===== config.mk =====
export PLATFORM = sky130hd
export DESIGN_NAME = ypd_cordic
export DESIGN_NICKNAME = d
export VERILOG_FILES = /design/src/rtl/core/ypd_pkg.sv /design/src/rtl/core/ypd_cordic.sv
export SDC_FILE = /design/constraint.sdc
export NUM_CORES = 2
export LEC_CHECK = 0
export BUFFER_PORTS_ARGS = -buffer_cell sky130_fd_sc_hd__buf_2
export CORE_MARGIN = 2
export CORE_UTILIZATION = 45
export DETAILED_ROUTE_END_ITERATION = 12
export GPL_ROUTABILITY_DRIVEN = 0
export PLACE_DENSITY = 0.62
export SLEW_MARGIN = 15
export SYNTH_ARGS = -nofsm -noshare
export SYNTH_HDL_FRONTEND = slang
export SYNTH_SLANG_ARGS = --single-unit

===== constraint.sdc =====
create_clock -name i_clk -period 5.1 [get_ports i_clk]
set_input_delay 0.51 -clock i_clk [delete_from_list [all_inputs] [get_ports i_clk]]
set_output_delay 0.51 -clock i_clk [all_outputs]
set_load 0.02 [all_outputs]

===== src/rtl/core/ypd_pkg.sv =====
// ----------------------------------------------------------------------------
// ypd_pkg
// shared constants, types and helper functions of the yaw/pitch direction block
// ----------------------------------------------------------------------------
package ypd_pkg;

    localparam int OUT_FRAC_BITS = 14;
    localparam int CORDIC_STAGES = 16;
    localparam int OUT_W         = OUT_FRAC_BITS + 2;

    localparam int OFS_W  = 24;
    localparam int SENS_W = 16;
    localparam int ANG_W  = 21;
    localparam int PCL_W  = 16;
    localparam int FOLD_W = 16;
    localparam int VEC_W  = 34;
    localparam int TRIG_W = 32;
    localparam int Z_W    = 25;
    localparam int PROD_W = 2 * TRIG_W;

    localparam logic [SENS_W-1:0] SENS_RESET = 16'd6554;
    localparam int PITCH_LIMIT  = 22784;
    localparam int DEG_Q8_90    = 23040;
    localparam int DEG_Q8_180   = 46080;
    localparam int DEG_Q8_360   = 92160;
    localparam int WRAP_OFFSET  = 34816;
    localparam int CORDIC_GAIN  = 652032874;

    localparam int PROD_SH = 60 - OUT_FRAC_BITS;
    localparam int SIN_SH  = 30 - OUT_FRAC_BITS;

    typedef logic signed [ANG_W-1:0]  t_ang;
    typedef logic signed [PCL_W-1:0]  t_pcl;
    typedef logic signed [FOLD_W-1:0] t_fold;
    typedef logic signed [TRIG_W-1:0] t_trig;
    typedef logic signed [OUT_W-1:0]  t_vec_out;

    typedef struct packed {
        logic neg_cos;
        t_ang yaw;
        t_ang pitch_u;
        t_pcl pitch;
    } t_side;

    function automatic logic signed [Z_W-1:0] atan_q16(input int idx);
        logic signed [Z_W-1:0] v;
        case (idx)
            0:  v = 25'sd2949120;
            1:  v = 25'sd1740967;
            2:  v = 25'sd919879;
            3:  v = 25'sd466945;
            4:  v = 25'sd234379;
            5:  v = 25'sd117304;
            6:  v = 25'sd58666;
            7:  v = 25'sd29335;
            8:  v = 25'sd14668;
            9:  v = 25'sd7334;
            10: v = 25'sd3667;
            11: v = 25'sd1833;
            12: v = 25'sd917;
            13: v = 25'sd458;
            14: v = 25'sd229;
            15: v = 25'sd115;
            16: v = 25'sd57;
            17: v = 25'sd29;
            18: v = 25'sd14;
            19: v = 25'sd7;
            20: v = 25'sd4;
            21: v = 25'sd2;
            22: v = 25'sd1;
            default: v = '0;
        endcase
        return v;
    endfunction

    // round q16.24 product to q16.8 and saturate to the angle range
    function automatic t_ang scale_sat(input logic signed [OFS_W+SENS_W:0] p);
        logic signed [OFS_W+SENS_W:0] t;
        t = (p + 41'sd32768) >>> 16;
        if (t > 41'sd1048575) begin
            return 21'sd1048575;
        end else if (t < -41'sd1048576) begin
            return -21'sd1048576;
        end
        return t[ANG_W-1:0];
    endfunction

    function automatic t_vec_out sat_out(input logic signed [PROD_W-1:0] v);
        logic signed [PROD_W-1:0] one;
        one = PROD_W'(64'sd1 <<< OUT_FRAC_BITS);
        if (v > one) begin
            return one[OUT_W-1:0];
        end else if (v < -one) begin
            return OUT_W'(-one);
        end
        return v[OUT_W-1:0];
    endfunction

endpackage


===== src/rtl/core/ypd_cordic.sv =====
// ----------------------------------------------------------------------------
// ypd_cordic
// pipelined rotation-mode cordic, one stage per iteration, angle in degrees
// ----------------------------------------------------------------------------
module ypd_cordic (
    input  logic            i_clk,
    input  logic            i_en,
    input  ypd_pkg::t_fold  i_ang,
    output ypd_pkg::t_trig  o_cos,
    output ypd_pkg::t_trig  o_sin
);
    localparam int N  = ypd_pkg::CORDIC_STAGES;
    localparam int VW = ypd_pkg::VEC_W;
    localparam int ZW = ypd_pkg::Z_W;

    logic signed [VW-1:0] r_x [0:N-1];
    logic signed [VW-1:0] r_y [0:N-1];
    logic signed [ZW-1:0] r_z [0:N-1];

    genvar g;
    generate
        for (g = 0; g < N; g++) begin : g_stage
            logic signed [VW-1:0] a_x;
            logic signed [VW-1:0] a_y;
            logic signed [ZW-1:0] a_z;
            if (g == 0) begin : g_first
                assign a_x = VW'(ypd_pkg::CORDIC_GAIN);
                assign a_y = '0;
                assign a_z = ZW'(i_ang) <<< 8;
            end else begin : g_next
                assign a_x = r_x[g-1];
                assign a_y = r_y[g-1];
                assign a_z = r_z[g-1];
            end
            always_ff @(posedge i_clk) begin
                if (i_en) begin
                    if (!a_z[ZW-1]) begin
                        r_x[g] <= a_x - (a_y >>> g);
                        r_y[g] <= a_y + (a_x >>> g);
                        r_z[g] <= a_z - ypd_pkg::atan_q16(g);
                    end else begin
                        r_x[g] <= a_x + (a_y >>> g);
                        r_y[g] <= a_y - (a_x >>> g);
                        r_z[g] <= a_z + ypd_pkg::atan_q16(g);
                    end
                end
            end
        end
    endgenerate

    assign o_cos = r_x[N-1][ypd_pkg::TRIG_W-1:0];
    assign o_sin = r_y[N-1][ypd_pkg::TRIG_W-1:0];
endmodule

==> impl_metrics.tcl <==
set metrics [dict create \
    finalCriticalPeriod_ns 4.95 \
    ys_warn_count 0 \
    rsz0062_at_grt "yes" \
    ys_ff_latch 1315 \
    fin_crit_sh 0.971 \
    cts_sinks 1315 \
    grt-busiest-layer "met2" \
    synthTopCellsByArea "edfxtp_1 (36%), ha_1 (14%), xnor2_1 (9.0%), a21oi_1 (5.0%), xor2_1 (4.6%)" \
    hold-path-cell-count 1 \
    syn_inst 11400 \
    finish.net_count 13400 \
    finalSetupViolations 0 \
    met2_usage 0.386 \
    cts_made_buffers 160 \
    syn_nets 12700 \
    ys_types 99 \
    synth-async-reset-ratio 0 \
    initial_core_util 0.452 \
    ys_top_cells_by_count "edfxtp_1 (1315), ha_1 (1265), xnor2_1 (1144)" \
    coreArea_sq_um 245000 \
    crit_slowest_cell "or4_4" \
    final_cell_area_sq_um 125000 \
    rr_startpoint "r_x[0][77]" \
    fmax_mhz 202 \
    maxCapViolCount 0 \
    cts_buffer_depth 3 \
    instances_no_fill 15400 \
    drc 0 \
    cp_num_buf_inv 1 \
    yosysMostFrequentCell "edfxtp_1" \
    nFillCells 21900 \
    slew_headroom 0.257 \
    insertion_delay_ns 0.84 \
    die_h_microns 501 \
    cp_cell_sequence "or4_4 > nor4_4 > nand2_1 > nor3_1 > buf_4 > nand2_1 > or4_4 > o21ai_1 > xor2_1 > ha_1 > a21o_1 > a21oi_1 > o21bai_1 > a21o_1 > a221oi_1 > o21ai_2 > a31oi_1 > a21oi_1 > xnor2_1" \
    r2r_end "r_y[0][135]" \
    cts_tree "yes" \
    io_pins 82 \
    post-synth-top-area-cell "edfxtp_1" \
    worstSetupPathType "flop to flop" \
    ys.flop_type "edfxtp_1" \
    numPortBuffers 81 \
    wirelength_mm 291 \
    grt_pass1_vias 86800 \
    cp.arrival_ns 5.52 \
    hp-start "i_en" \
    ant_nets 0 \
    startpoint_type "flop" \
    crit_required_ns 5.67 \
    dp.cells 15100 \
    firstDrtPassIters 8 \
    hold_end "r_z[0][160]" \
    hp-class "primary input to flop" \
    layout-drive-gt1-share 0.0950 \
    htreeDepth 4 \
    drt_iter0_markers 7578 \
    slowest_delay_ns 0.62 \
    netlist.area_leader.share 0.356 \
    dieArea_sq_um 251000 \
    viasPerCell 5.79 \
    yosysSeqAreaShare 0.356 \
    drv_slew 0 \
    path_clk_slew_ns 0.06 \
    hold_viol 0 \
    grt.total_usage 0.226 \
    dpl_cell_area_sq_um 120000 \
    rows 182 \
    cp_max_fo 5 \
    met1_usage 0.302 \
    syn-cell-area_sq_um 111000 \
    syn_area_per_cell_sq_um 9.75 \
    synth_edf_count 1315 \
    status "finished, final reports clean" \
    r2r_cells 19 \
    cp_top_family "simple AND/OR/NAND/NOR gates" \
    wl_per_cell_microns 18.9 \
    grt_use_met3 0.0251 \
    clockRootBuffer "clkbuf_16" \
    vias 89500 \
    hpwl_mm 234 \
    antenna_found_initial 3 \
    grt_first_pass_wirelength_mm 463 \
    grt_start_max_net_pins 147 \
    grt_overflow 0 \
    endpoint_kind "flop" \
    r2r_slack_ns 0.15 \
    area_growth_pct 13.1 \
    fp.dieW_microns 501 \
    tightest_slew_ns 1.11 \
    fin_skew_ns 0.0776 \
]
flip-flops by register name (all words and copies together), names as in the netlist:
| register | flops |
|---|---|
| r_y | 509 |
| r_z | 324 |
| r_x | 482 |
timing repair:
action / CTS / global route
pin swaps: 0 / 18
setup endpoints to repair: 2 / 64
hold buffers: 12 / 0
gates resized for setup: 2 / 86
setup buffers: 0 / 8
hold endpoints to repair: 11 / 0
cells in the final DEF, fill, tap and decap left out, types with 57 or more instances in the layout:
| master | Yosys | final |
|---|---|---|
| o21a_1 | 201 | 201 |
| xnor2_1 | 1144 | 1143 |
| nand4_1 | 69 | 69 |
| ha_1 | 1265 | 1263 |
| o41ai_1 | 65 | 57 |
| or3_1 | 87 | 82 |
| nor2b_1 | 157 | 156 |
| buf_4 | 0 | 593 |
| a211oi_1 | 111 | 109 |
| inv_1 | 437 | 437 |
| xor2_1 | 586 | 586 |
| nand3_1 | 175 | 175 |
| a21o_1 | 584 | 584 |
| nand2_1 | 606 | 603 |
| o21ai_0 | 534 | 530 |
| o31ai_1 | 123 | 118 |
| clkbuf_16 | 0 | 160 |
| edfxtp_1 | 1315 | 1315 |
| o21ai_1 | 54 | 57 |
| buf_2 | 0 | 80 |
| a31oi_1 | 101 | 100 |
| nor3_1 | 270 | 258 |
| nor2_1 | 868 | 863 |
| o21bai_1 | 146 | 146 |
| a21oi_1 | 1115 | 1109 |
| nand2b_1 | 210 | 210 |
| and3_1 | 118 | 118 |
how the worst max path moves through the flow:
stage	slack [ns]	endpoint	depth (start not counted)	from
floorplan	0.10	r_x[0][132]	18	i_en
global placement	-0.08	r_x[0][235]	23	r_y[0][176]
detailed placement	-0.14	r_y[1][189]	18	i_en
CTS	0.005	r_x[0][235]	22	r_y[0][176]
global route	-0.06	r_x[0][132]	19	r_y[0][76]
finish	0.15	r_y[0][135]	19	r_x[0][77]
through the flow:
| step | hold slack [ns] | util | TNS, ns | worst slack (ns) |
|---|---|---|---|---|
| 6_report | 0.0769 | 0.511 | 0 | 0.148 |
| 5_1_grt | 0.0300 | 0.511 | -0.201 | -0.0593 |
| 3_5_place_dp | 0.420 | 0.487 | -0.163 | -0.142 |
| 2_1_floorplan | 0.400 | - | 0 | 0.103 |
| 3_3_place_gp | 0.408 | 0.487 | -0.220 | -0.0839 |
| 4_1_cts | 0.00884 | 0.509 | 0 | 0.00463 |
per-layer routing:
layer / wire [microns] / up-vias
met5: 9 / -
met1: 131000 / 42700
li1: - / 43900
met3: 15200 / 446
met2: 137000 / 2394
met4: 8650 / 2
cells by family (layout without fill, tap and decap cells):
logic type / after synthesis / count (layout) / share of synthesized area
compound gates: 3436 / 3436 / 0.199
xor+xnor: 1731 / 1731 / 0.137
fa+ha+maj: 1308 / 1308 / 0.150
buf+inv: 606 / 1438 / 0.0205
flops: 1315 / 1315 / 0.356
mux: 103 / 103 / 0.00982
other cells: 0 / 1 / 0
simple gates: 2885 / 2885 / 0.128
area by class of cell:
cell class | count | area, sq um | share of cell area
Antenna cell | 1 | 2.50 | 0.0000199
Tap cell | 3220 | 4030 | 0.0321
Multi-Input combinational cell | 9463 | 69600 | 0.555
Inverter | 442 | 1660 | 0.0132
Timing Repair Buffer | 705 | 5370 | 0.0428
Clock buffer | 184 | 4090 | 0.0326
Sequential cell | 1315 | 39500 | 0.315
Clock inverter | 107 | 1210 | 0.00963
Power is left out: the tool's default activity adds up to more than one toggle a clock period on the data nets, which glitch-free logic cannot reach.
